## src/clbs_pkg.sv

```systemverilog
// Shared types, codes and sequencing tables for the character LCD bus sequencer.
package clbs_pkg;

  // Request kinds as they arrive on the input word.
  localparam logic [2:0] KIND_COMMAND = 3'd0;
  localparam logic [2:0] KIND_DATA    = 3'd1;
  localparam logic [2:0] KIND_GOTO    = 3'd2;
  localparam logic [2:0] KIND_CLEAR   = 3'd3;
  localparam logic [2:0] KIND_INIT    = 3'd4;

  // Configuration register indexes.
  localparam int unsigned CFG_IDX_W = 2;
  localparam logic [CFG_IDX_W-1:0] REG_DISPLAY_COUNT = 2'd0;
  localparam logic [CFG_IDX_W-1:0] REG_NIBBLE_MASK   = 2'd1;
  localparam int unsigned CFG_DATA_W = 8;

  // Controller command bytes.
  localparam logic [7:0] CMD_FUNC8    = 8'h38;
  localparam logic [7:0] CMD_START4_A = 8'h33;
  localparam logic [7:0] CMD_START4_B = 8'h32;
  localparam logic [7:0] CMD_FUNC4    = 8'h28;
  localparam logic [7:0] CMD_DISP_ON  = 8'h0E;
  localparam logic [7:0] CMD_CLEAR    = 8'h01;
  localparam logic [7:0] ROW0_BASE    = 8'h80;
  localparam logic [7:0] ROW1_BASE    = 8'hC0;
  localparam logic [7:0] NIBBLE_MASK  = 8'hF0;

  // Hold times in microseconds.
  localparam logic [15:0] HOLD_POWER_UP = 16'd40000;
  localparam logic [15:0] HOLD_CLEAR    = 16'd2000;
  localparam logic [15:0] HOLD_SETTLE   = 16'd1000;
  localparam logic [15:0] HOLD_FRAME    = 16'd20;
  localparam logic [15:0] HOLD_STROBE2  = 16'd2;
  localparam logic [15:0] HOLD_STROBE1  = 16'd1;
  localparam logic [15:0] HOLD_NONE     = 16'd0;

  // Input word.
  typedef struct packed {
    logic [2:0] kind;
    logic [7:0] display_number;
    logic [7:0] byte_value;
    logic [7:0] row;
    logic [7:0] column;
  } in_t;

  // Output word: one timed pin segment.
  typedef struct packed {
    logic [2:0]  display_index;
    logic        reg_select;
    logic        read_write;
    logic        enable_pin;
    logic [7:0]  data_bus;
    logic [15:0] hold_us;
    logic        status;
    logic        last;
  } out_t;

  // Job classes handed from the front end to the sequencer.
  typedef enum logic [1:0] {
    JOB_ERR,
    JOB_BYTE,
    JOB_CLEAR,
    JOB_INIT
  } job_kind_e;

  typedef struct packed {
    job_kind_e  kind;
    logic [2:0] disp;
    logic       rs;
    logic       nib;
    logic [7:0] byte_v;
  } job_t;

  // Queue head as seen by the sequencer.
  typedef struct packed {
    logic valid;
    job_t job;
  } head_t;

  // One step of a job: either a pure delay or a byte transfer.
  typedef struct packed {
    logic        is_pause;
    logic [15:0] hold;
    logic [7:0]  byte_v;
    logic        last;
  } step_t;

  localparam int unsigned STEP_IDX_W = 3;

  // Step table for every job class; error jobs are handled by the sequencer directly.
  function automatic step_t step_f(job_kind_e kind, logic nib,
                                   logic [STEP_IDX_W-1:0] idx, logic [7:0] b);
    step_t s;
    s = '{is_pause: 1'b1, hold: HOLD_NONE, byte_v: 8'h00, last: 1'b1};
    unique case (kind)
      JOB_BYTE: begin
        s = '{is_pause: 1'b0, hold: HOLD_NONE, byte_v: b, last: 1'b1};
      end
      JOB_CLEAR: begin
        unique case (idx)
          3'd0:    s = '{is_pause: 1'b1, hold: HOLD_FRAME, byte_v: 8'h00, last: 1'b0};
          3'd1:    s = '{is_pause: 1'b0, hold: HOLD_NONE, byte_v: CMD_CLEAR, last: 1'b0};
          default: s = '{is_pause: 1'b1, hold: HOLD_FRAME, byte_v: 8'h00, last: 1'b1};
        endcase
      end
      JOB_INIT: begin
        if (nib) begin
          unique case (idx)
            3'd0: s = '{is_pause: 1'b1, hold: HOLD_POWER_UP, byte_v: 8'h00, last: 1'b0};
            3'd1: s = '{is_pause: 1'b0, hold: HOLD_NONE, byte_v: CMD_START4_A, last: 1'b0};
            3'd2: s = '{is_pause: 1'b0, hold: HOLD_NONE, byte_v: CMD_START4_B, last: 1'b0};
            3'd3: s = '{is_pause: 1'b0, hold: HOLD_NONE, byte_v: CMD_FUNC4, last: 1'b0};
            3'd4: s = '{is_pause: 1'b0, hold: HOLD_NONE, byte_v: CMD_DISP_ON, last: 1'b0};
            3'd5: s = '{is_pause: 1'b1, hold: HOLD_SETTLE, byte_v: 8'h00, last: 1'b0};
            3'd6: s = '{is_pause: 1'b0, hold: HOLD_NONE, byte_v: CMD_CLEAR, last: 1'b0};
            default: s = '{is_pause: 1'b1, hold: HOLD_CLEAR, byte_v: 8'h00, last: 1'b1};
          endcase
        end else begin
          unique case (idx)
            3'd0: s = '{is_pause: 1'b1, hold: HOLD_POWER_UP, byte_v: 8'h00, last: 1'b0};
            3'd1: s = '{is_pause: 1'b0, hold: HOLD_NONE, byte_v: CMD_FUNC8, last: 1'b0};
            3'd2: s = '{is_pause: 1'b1, hold: HOLD_SETTLE, byte_v: 8'h00, last: 1'b0};
            3'd3: s = '{is_pause: 1'b0, hold: HOLD_NONE, byte_v: CMD_DISP_ON, last: 1'b0};
            3'd4: s = '{is_pause: 1'b1, hold: HOLD_SETTLE, byte_v: 8'h00, last: 1'b0};
            3'd5: s = '{is_pause: 1'b0, hold: HOLD_NONE, byte_v: CMD_CLEAR, last: 1'b0};
            default: s = '{is_pause: 1'b1, hold: HOLD_CLEAR, byte_v: 8'h00, last: 1'b1};
          endcase
        end
      end
      default: begin
        s = '{is_pause: 1'b1, hold: HOLD_NONE, byte_v: 8'h00, last: 1'b1};
      end
    endcase
    return s;
  endfunction

endpackage

```

## src/clbs_front.sv

```systemverilog
// Front end: configuration registers, request acceptance and classification into jobs.
module clbs_front #(
  parameter int unsigned MAX_DISPLAYS = 8,
  parameter int unsigned LAST_COLUMN  = 15
) (
  input  logic                               clk_i,
  input  logic                               rst_ni,
  input  logic                               cfg_we_i,
  input  logic [clbs_pkg::CFG_IDX_W-1:0]     cfg_index_i,
  input  logic [clbs_pkg::CFG_DATA_W-1:0]    cfg_data_i,
  input  logic                               in_valid_i,
  output logic                               in_stall_o,
  input  clbs_pkg::in_t                      in_word_i,
  input  logic                               q_full_i,
  output logic                               push_o,
  output clbs_pkg::job_t                     push_job_o
);
  import clbs_pkg::*;

  localparam logic [3:0] MaxCount = 4'(MAX_DISPLAYS);
  localparam logic [7:0] LastCol  = 8'(LAST_COLUMN);

  logic [3:0] display_count_q;
  logic [7:0] nibble_mode_mask_q;
  logic [3:0] eff_count;
  logic       bad;
  logic       kind_ok;
  logic [7:0] goto_byte;
  job_t       job;

  // Configuration registers; user writes only while the block is idle, not enforced.
  always_ff @(posedge clk_i or negedge rst_ni) begin
    if (!rst_ni) begin
      display_count_q    <= 4'd1;
      nibble_mode_mask_q <= 8'h00;
    end else if (cfg_we_i) begin
      if (cfg_index_i == REG_DISPLAY_COUNT) begin
        display_count_q <= cfg_data_i[3:0];
      end else if (cfg_index_i == REG_NIBBLE_MASK) begin
        nibble_mode_mask_q <= cfg_data_i;
      end
    end
  end

  // Range checks and byte selection for the request.
  always_comb begin
    eff_count = (display_count_q > MaxCount) ? MaxCount : display_count_q;
    bad       = in_word_i.display_number >= {4'd0, eff_count};
    if (in_word_i.kind == KIND_GOTO &&
        (in_word_i.row > 8'd1 || in_word_i.column > LastCol)) begin
      bad = 1'b1;
    end
    kind_ok   = in_word_i.kind <= KIND_INIT;
    goto_byte = ((in_word_i.row != 8'd0) ? ROW1_BASE : ROW0_BASE) + in_word_i.column;

    job.disp   = in_word_i.display_number[2:0];
    job.nib    = nibble_mode_mask_q[in_word_i.display_number[2:0]];
    job.rs     = 1'b0;
    job.byte_v = in_word_i.byte_value;
    job.kind   = JOB_BYTE;
    if (bad) begin
      job.kind = JOB_ERR;
    end else begin
      priority case (in_word_i.kind)
        KIND_DATA:  job.rs = 1'b1;
        KIND_GOTO:  job.byte_v = goto_byte;
        KIND_CLEAR: job.kind = JOB_CLEAR;
        KIND_INIT:  job.kind = JOB_INIT;
        default:    job.kind = JOB_BYTE;
      endcase
    end
  end

  // Unused kinds are taken and dropped; the rest go to the queue.
  assign in_stall_o = q_full_i;
  assign push_o     = in_valid_i && !q_full_i && kind_ok;
  assign push_job_o = job;

endmodule

```

## src/clbs_queue.sv

```systemverilog
// Short job queue between the front end and the segment sequencer.
module clbs_queue (
  input  logic             clk_i,
  input  logic             rst_ni,
  input  logic             push_i,
  input  clbs_pkg::job_t   push_job_i,
  output logic             full_o,
  input  logic             pop_i,
  output clbs_pkg::head_t  head_o
);
  import clbs_pkg::*;

  localparam int unsigned Depth = 2;
  localparam int unsigned PtrW  = $clog2(Depth);
  localparam int unsigned CntW  = $clog2(Depth + 1);

  job_t            mem_q [Depth];
  logic [PtrW-1:0] wr_ptr_q;
  logic [PtrW-1:0] rd_ptr_q;
  logic [CntW-1:0] count_q;

  // Pointers and fill count.
  always_ff @(posedge clk_i or negedge rst_ni) begin
    if (!rst_ni) begin
      wr_ptr_q <= '0;
      rd_ptr_q <= '0;
      count_q  <= '0;
    end else begin
      if (push_i) begin
        wr_ptr_q <= (wr_ptr_q == PtrW'(Depth - 1)) ? '0 : wr_ptr_q + 1'b1;
      end
      if (pop_i) begin
        rd_ptr_q <= (rd_ptr_q == PtrW'(Depth - 1)) ? '0 : rd_ptr_q + 1'b1;
      end
      if (push_i && !pop_i) begin
        count_q <= count_q + 1'b1;
      end else if (pop_i && !push_i) begin
        count_q <= count_q - 1'b1;
      end
    end
  end

  // Entry storage needs no reset.
  always_ff @(posedge clk_i) begin
    if (push_i) begin
      mem_q[wr_ptr_q] <= push_job_i;
    end
  end

  assign full_o       = count_q == CntW'(Depth);
  assign head_o.valid = count_q != '0;
  assign head_o.job   = mem_q[rd_ptr_q];

endmodule

```

## src/clbs_back.sv

```systemverilog
// Back end: walks jobs' steps and phases, one pin segment a cycle if not stalled.
module clbs_back (
  input  logic             clk_i,
  input  logic             rst_ni,
  input  clbs_pkg::head_t  head_i,
  output logic             pop_o,
  output logic             out_valid_o,
  input  logic             out_stall_i,
  output clbs_pkg::out_t   out_word_o
);
  import clbs_pkg::*;

  logic [STEP_IDX_W-1:0] step_q;
  logic [1:0]            phase_q;
  logic                  out_valid_q;
  out_t                  out_q;
  step_t                 st;
  out_t                  seg;
  logic [1:0]            byte_end;
  logic                  step_done;
  logic                  advance;
  job_t                  job;

  // Segment for the current step and phase of the head job.
  always_comb begin
    job      = head_i.job;
    st       = step_f(job.kind, job.nib, step_q, job.byte_v);
    byte_end = job.nib ? 2'd3 : 2'd1;

    seg               = '0;
    seg.display_index = job.disp;
    if (job.kind == JOB_ERR) begin
      seg.status = 1'b1;
      seg.last   = 1'b1;
      step_done  = 1'b1;
    end else if (st.is_pause) begin
      seg.hold_us = st.hold;
      seg.last    = st.last;
      step_done   = 1'b1;
    end else begin
      seg.reg_select = job.rs;
      if (job.nib) begin
        // High nibble first, then low nibble, each strobed then settled.
        seg.data_bus   = phase_q[1] ? {st.byte_v[3:0], 4'h0} : (st.byte_v & NIBBLE_MASK);
        seg.enable_pin = !phase_q[0];
        seg.hold_us    = phase_q[0] ? HOLD_STROBE2 : HOLD_STROBE1;
      end else begin
        seg.data_bus   = st.byte_v;
        seg.enable_pin = phase_q == 2'd0;
        seg.hold_us    = (phase_q == 2'd0) ? HOLD_STROBE2 : HOLD_NONE;
      end
      step_done = phase_q == byte_end;
      seg.last  = st.last && step_done;
    end
  end

  assign advance = head_i.valid && (!out_valid_q || !out_stall_i);
  assign pop_o   = advance && seg.last;

  // Step counters and the output register.
  always_ff @(posedge clk_i or negedge rst_ni) begin
    if (!rst_ni) begin
      step_q      <= '0;
      phase_q     <= '0;
      out_valid_q <= 1'b0;
    end else if (advance) begin
      out_valid_q <= 1'b1;
      if (seg.last) begin
        step_q  <= '0;
        phase_q <= '0;
      end else if (step_done) begin
        step_q  <= step_q + 1'b1;
        phase_q <= '0;
      end else begin
        phase_q <= phase_q + 1'b1;
      end
    end else if (!out_stall_i) begin
      out_valid_q <= 1'b0;
    end
  end

  always_ff @(posedge clk_i) begin
    if (advance) begin
      out_q <= seg;
    end
  end

  assign out_valid_o = out_valid_q;
  assign out_word_o  = out_q;

endmodule

```

## src/char_lcd_bus_sequencer.sv

```systemverilog
// Top level of the character LCD bus sequencer.
//
// Requests arrive on the input channel as one word (kind, display number, byte,
// row, column) under valid/stall; a word is taken when valid is high and stall low.
// Each request becomes a run of timed pin segments on the output channel, one word
// per segment, the final one flagged by last. Out-of-range requests give a single
// word with status set; kinds above initialise are taken and give nothing.
// The front end classifies a request in the cycle it is taken and places it in a
// two-entry job queue; the sequencer emits one segment per cycle from the queue
// head while the receiver does not stall, and a request passes through the queue
// and the output register before its first segment appears. A byte request gives
// four segments on a 4-bit display and two on an 8-bit one; a clear gives four or
// six, an initialise ten or twenty-three; the sequencer sets the sustained rate.
// When the receiver stalls, the output word holds and the sequencer waits; the
// input side keeps taking requests until the queue is full.
// Reset clears the queue and the sequencer and sets the display count to one and
// every display to the 8-bit bus. Configuration writes are taken at any edge with
// the write enable high and must be made while the block is idle.
module char_lcd_bus_sequencer #(
  parameter int unsigned MAX_DISPLAYS = 8,
  parameter int unsigned LAST_COLUMN  = 15
) (
  input  logic                             clk_i,
  input  logic                             rst_ni,
  input  logic                             cfg_we_i,
  input  logic [clbs_pkg::CFG_IDX_W-1:0]   cfg_index_i,
  input  logic [clbs_pkg::CFG_DATA_W-1:0]  cfg_data_i,
  input  logic                             in_valid_i,
  output logic                             in_stall_o,
  input  clbs_pkg::in_t                    in_word_i,
  output logic                             out_valid_o,
  input  logic                             out_stall_i,
  output clbs_pkg::out_t                   out_word_o
);
  import clbs_pkg::*;

  logic  push;
  job_t  push_job;
  logic  q_full;
  logic  pop;
  head_t head;

  // Request acceptance and classification.
  clbs_front #(
    .MAX_DISPLAYS (MAX_DISPLAYS),
    .LAST_COLUMN  (LAST_COLUMN)
  ) u_front (
    .clk_i       (clk_i),
    .rst_ni      (rst_ni),
    .cfg_we_i    (cfg_we_i),
    .cfg_index_i (cfg_index_i),
    .cfg_data_i  (cfg_data_i),
    .in_valid_i  (in_valid_i),
    .in_stall_o  (in_stall_o),
    .in_word_i   (in_word_i),
    .q_full_i    (q_full),
    .push_o      (push),
    .push_job_o  (push_job)
  );

  // Job queue.
  clbs_queue u_queue (
    .clk_i      (clk_i),
    .rst_ni     (rst_ni),
    .push_i     (push),
    .push_job_i (push_job),
    .full_o     (q_full),
    .pop_i      (pop),
    .head_o     (head)
  );

  // Segment sequencer.
  clbs_back u_back (
    .clk_i       (clk_i),
    .rst_ni      (rst_ni),
    .head_i      (head),
    .pop_o       (pop),
    .out_valid_o (out_valid_o),
    .out_stall_i (out_stall_i),
    .out_word_o  (out_word_o)
  );

endmodule

```

## config.mk

```make
export PLATFORM = sky130hd
export DESIGN_NAME = char_lcd_bus_sequencer
export DESIGN_NICKNAME = d
export VERILOG_FILES = /design/src/clbs_pkg.sv /design/src/clbs_front.sv /design/src/clbs_queue.sv /design/src/clbs_back.sv /design/src/char_lcd_bus_sequencer.sv
export SDC_FILE = /design/constraint.sdc
export NUM_CORES = 1
export LEC_CHECK = 0
export ABC_AREA = 1
export BUFFER_PORTS_ARGS = -buffer_cell sky130_fd_sc_hd__buf_2
export CORE_UTILIZATION = 40
export CTS_BUF_LIST = sky130_fd_sc_hd__clkbuf_16
export CTS_CLUSTER_DIAMETER = 40
export DETAILED_ROUTE_END_ITERATION = 6
export SLEW_MARGIN = 15
export SYNTH_ARGS = -nofsm -noshare
export SYNTH_HDL_FRONTEND = slang
export SYNTH_HIERARCHICAL = 1
export SYNTH_SLANG_ARGS = --single-unit
```

## constraint.sdc

```tcl
create_clock -name clk_i -period 4.9 [get_ports clk_i]
set_clock_uncertainty 0.2 [all_clocks]
set_input_delay 1.47 -clock clk_i [delete_from_list [all_inputs] [get_ports clk_i]]
set_output_delay 1.47 -clock clk_i [all_outputs]
set_load 0.03 [all_outputs]
```

# After elaboration in Yosys (flattened, before gate mapping)
# Memories as Yosys holds them, arrays and structs flattened.
# Cells that the tools add are included.
[totals]
reg_bits = 53
latchBits = 0
mem_bits_rw = 30
rom_bits = 0
inputBits = 50
output_inout_bits = 34
elab_cells = 115
memories = 1
[classes]
n_addsub = 7
n_mul = 0
div_mod_pow = 0
order_cmp = 6
eq_ne = 17
shifts = 0
mux = 39
bitwise_logic = 1
reduce_logical = 29
[memory_table]
columns = ["name", "depth", "word_bits", "read_ports", "rd_clocked_by_memory_dff", "write_ports", "line_no", "text"]
rows = [
  ["u_queue.mem_q", 2, 15, 1, 0, 1, "clbs_queue.sv:17", "job_t mem_q [Depth];"],
]
[ops]
columns = ["op", "n"]
rows = [
  ["one-hot mux 26 bit (7 select lines)", 1],
  ["one-hot mux 26 bit (5 select lines)", 1],
  ["one-hot mux 26 bit (3 select lines)", 1],
  ["one-hot mux 26 bit (2 select lines)", 1],
  ["2-to-1 mux 26 bit", 1],
  ["2-to-1 mux 25 bit", 1],
  ["2-to-1 mux 8 bit", 3],
  ["2-to-1 mux 16 bit", 1],
  ["2-to-1 mux 2 bit", 8],
  ["2-to-1 mux 1 bit", 15],
  ["== test 3 x 2 -> 1 bit (second input constant)", 4],
  ["== test 3 bit (second input constant)", 4],
  ["adder 8 bit", 1],
  [">= comparator 8 x 4 -> 1 bit", 1],
  ["> comparator 8 x 1 -> 1 bit (second input constant)", 1],
  ["> comparator 8 x 4 -> 1 bit (second input constant)", 1],
  ["logical AND 1 bit", 8],
  ["nonzero test 8 bit", 1],
  ["2-to-1 mux 7 bit", 1],
  ["== test 2 bit (second input constant)", 3],
  ["== test 3 x 1 -> 1 bit (second input constant)", 2],
  ["logical NOT 1 bit", 6],
  ["logical NOT 2 bit", 3],
  ["2-to-1 mux 3 bit", 2],
  ["20 further kinds", 28],
]

# Logic depth before layout (Yosys ltp)
[depth]
depth_word = 12
depth_mapped = 18
ltp_nobuf = 18

# Cells and area by module
# Netlist, hierarchy kept.
[by_module_without_submodules]
columns = ["mod", "instances", "cells_each", "area_each_um2", "seq_area_each_um2"]
rows = [
  ["clbs_back", 1, 181, 1622.8, 870.8],
  ["clbs_queue", 1, 72, 1341.3, 1001.0],
  ["clbs_front", 1, 167, 1067.3, 301.5],
]

# Worst setup path after synthesis
# Ideal clock, no wire load.
[synth_timing]
path_type = "input -> register"
from = "in in_word_i[33] in the netlist's numbering"
to = "mem u_queue/mem_q[0][0] in the netlist's numbering, enable pin"
setup_ns = 0.386
t_arrival_ns = 2.713
required_ns = 4.314
setup_slack_ns = 1.601
cell_stages = 5
n_path_buf = 0
path_cell_list = "inv_1 > a21oi_1 > nor3b_1 > inv_1 > nor2_1"
[synth_via]
elab_chain_len = 4
[synth_lines]
columns = ["element", "line_no", "text"]
rows = [
  ["start, declared", "char_lcd_bus_sequencer.sv:30", "input clbs_pkg::in_t in_word_i,"],
  ["<= comparator 3 bit", "clbs_front.sv:53", "kind_ok = in_word_i.kind <= KIND_INIT;"],
  ["logical AND 1 bit", "clbs_front.sv:76", "assign push_o = in_valid_i && !q_full_i && kind_ok;"],
  ["via push", "char_lcd_bus_sequencer.sv:37", "logic push;"],
  ["2-to-1 mux 1 bit", "clbs_queue.sv:45", "if (push_i) begin"],
  ["2-to-1 mux 1 bit (implied by the code)", "clbs_queue.sv:46", "mem_q[wr_ptr_q] <= push_job_i;"],
  ["end, declared", "clbs_queue.sv:17", ""],
]
# The timed path passes the listed nets, and every way through them passes these cells.

==> flow_summary_export.csv <==
group,metric,value,unit
setup_path,startpoint_type,"flop",
timing,setup_slack,1.508,ns
placed_design,place_ws,1.347,ns
timing,finalCriticalPeriod,3.392,ns
clock_network,cts-resized-gates,0,
setup_path,arrival,3.42,ns
setup_path,setup.worst_path.class,"reg -> reg",
floorplanning,start_util,0.4124,
floorplanning,fp-row-count,36,
power,clkPwrFrac,0.231,
power,p_seq_frac,0.376,
routing,totalWireLength,7.701,mm
power,vdd_ir_drop_max,0.2376,mV
setup_path,max_stage_delay,0.88,ns
clock_network,postCtsHoldBufs,0,
grt,grt_max_degree,32,
cells_and_area,nFillCells,969,
grt,grt_usage,0.1671,
floorplanning,io_pins,84,
cells_and_area,nets,558,
clock_network,ctsRootBufferMaster,"clkbuf_16",
power,p_sw,1.118,mW
grt,grt_pass1_wl,13.05,mm
setup_path,worst-path-buf-inv,3,
routing,wl_per_cell,12.15,µm
setup_path,crit_family,"simple AND/OR/NAND/NOR gates",
cells_and_area,drive_above_1_share,0.2595,
placed_design,port_buffers,80,
routing,routed_via_density,4.738,
cells_and_area,stdcell_count,634,
cells_and_area,final_common_cell,"nand2_1",
power,power.density,578.9,nW/µm²
clock_network,cts_sinks,76,
power,comb_power_share,0.393,
routing,antenna_left,0,
clock_network,cts_setup_buffers,0,
clock_network,tritoncts,"yes",
timing,hold_viol_final,0,
floorplanning,die_h,102.4,µm
clock_network,cts.clk_slew.worst_paths,0.07,ns
timing,relSlewSlack,0.3272,
routing,num_vias,3004,
routing,drt_first_iter_violations,79,
setup_path,cp_common_cell,"nand2_1",
floorplanning,dieArea,10480,µm²
timing,rsz0062_at_grt,"false",
yosys,synth_warnings,6,
routing,dr.pass1.iters,4,
cells_and_area,ff_latch_area,2173,µm²
routing,drc_errors,0,
cells_and_area,multi_input_area,1508,µm²
setup_path,path_cells,"mux2_4, clkinv_1, nand3_1, nand3_2, nand4_1, nand2_1, nor2_1, inv_1, ha_1, inv_1, nand3_1, nand2_1, nand2_1",
power,switching_share,0.4061,
timing,period_share,0.6922,
yosys,syn_avg_cell_area,9.598,µm²
setup_path,critPathCaptureType,"flop",
cells_and_area,diodes,0,
yosys,synth_cells,420,
yosys,synth_edf_count,54,
yosys,synth_area_leaders,"edfxtp_1 40%, dfrtp_1 13%, nand2_1 10%",
floorplanning,die_x,102.4,µm
clock_network,cts_max_level,3,
timing,finalSetupViolCount,0,
power,total_leakage_power,2.281,nW
yosys,synth_ff_type,"edfxtp_1",
yosys,ys_seq_area_frac,0.5391,
grt,gr-total-overflow,0,
yosys,syn-cell-area,4031,µm²
yosys,async_reset_ff_frac,0.2895,
run,maxCapViolCount,0,
setup_path,crit_path_top_delay_cell,"dfrtp_1",
timing,max_freq,0.2948,GHz
placed_design,dp.final_hpwl,5.934,mm
grt,antenna_found_initial,0,
yosys,yosysUniqueCellTypes,40,
floorplanning,core_area,9774,µm²
setup_path,critPathMaxFanout,16,
setup_path,critPathRequiredTime,4.93,ns
min_path,min_path_type,"reg -> reg",
status,status,"complete, no violations",
timing,hold_ws,0.2784,ns
timing,fin_setup_tns,0,ns
clock_network,clock_path_buffers,2,
power,p_int,1.635,mW
grt,first_global_vias,2895,
timing,slew_viol_final,0,
yosys,synth_largest_area_cell,"edfxtp_1",
yosys,synth_top_area_frac,0.4022,
cells_and_area,final_cell_mix,"108 x nand2_1, 80 x buf_2, 54 x edfxtp_1",
clock_network,insertion_delay,0.34,ns
timing,worst_pin_slew,1.003,ns
cells_and_area,areaGrowthSynthToFinish,17.94,%
yosys,synth-seq-cells,76,
placed_design,place_congestion,0.8173,
power,power,2.752,mW
clock_network,numCtsBuffers,9,
placed_design,dp_cells,618,
## state kept, by name (all words and copies together), names as in the netlist
signal                      cells
u_queue/count_q                 2
u_back/step_q                   3
u_queue/wr_ptr_q                1
u_queue/mem_q                  30
u_back/out_valid_o              1
u_queue/rd_ptr_q                1
u_back/out_word_o              24
u_front/nibble_mode_mask_q      8
u_back/phase_q                  2
u_front/display_count_q         4
## layout make-up
class,count,share of cell area
inverter,56,0.04421
clock buffer,9,0.04737
multi-input combinational,272,0.3171
clock inverter,7,0.01342
timing repair buffer,81,0.08579
sequential,76,0.4571
tap,133,0.03500
## power groups by stage
stage / registers [mW] / clock network (mW) / logic (mW)
floorplan: 1.23 / 0 / 0.674
global placement: 1.05 / 0 / 1.08
detailed placement: 1.05 / 0 / 1.09
CTS: 1.04 / 0.651 / 1.09
global route: 1.06 / 0.677 / 1.20
finish: 1.04 / 0.635 / 1.08
## cell usage after synthesis, types with 3 or more instances
library cell,number
dfrtp_1,21
mux2_2,10
ha_1,12
nand4_1,5
a21oi_1,6
nor3_1,5
inv_2,5
buf_2,3
buf_4,12
nand2_1,108
o21ai_0,27
edfxtp_1,54
inv_1,49
mux2_4,9
nand3_1,16
a221oi_1,3
nor2_1,45
xor2_1,3
## path summary, 6_finish.rpt
check                                                   start                             to  slack, ns  cells after the start
worst min register to register  u_front/nibble_mode_mask_q[1]  u_front/nibble_mode_mask_q[1]       0.28                      2
max in group asynchronous                              rst_ni              u_back/phase_q[0]       3.24                      1
min in group asynchronous                              rst_ni  u_front/nibble_mode_mask_q[2]       0.90                      1
worst min-delay path            u_front/nibble_mode_mask_q[1]  u_front/nibble_mode_mask_q[1]       0.28                      2
worst max-delay path                         u_queue/rd_ptr_q             u_queue/count_q[1]       1.51                     13
worst max register to register               u_queue/rd_ptr_q             u_queue/count_q[1]       1.51                     13
## stage by stage
stage / instance area (µm²) / util
3_3_place_gp: 4466 / 0.4569
3_5_place_dp: 4466 / 0.4569
6_report: 4755 / 0.4864
5_1_grt: 4755 / 0.4864
2_1_floorplan: 4039 / -
4_1_cts: 4755 / 0.4864
## cell families after synthesis
| group | synth area share |
|---|---|
| compound gates | 0.06673 |
| other cells | 0.0009302 |
| flops | 0.5391 |
| fa+ha+maj | 0.03724 |
| simple gates | 0.1971 |
| mux | 0.06145 |
| xor+xnor | 0.008692 |
| buf+inv | 0.08877 |
## metal layers
layer,track usage,part of all wire,up-vias
li1,-,-,1531
met1,0.2025,0.44,1353
met2,0.2716,0.47,100
met3,0.04651,0.050,20
met4,0.08791,0.032,0
met5,0,0,-
## worst min-delay path: cells and delay by family, from the launching register on
family / cells / cell delay (ns)
DFF: 1 / 0.34
and+or+nand+nor: 1 / 0.05
AOI/OAI and AO/OA: 1 / 0.05
Power figures use the tool's default switching activity.
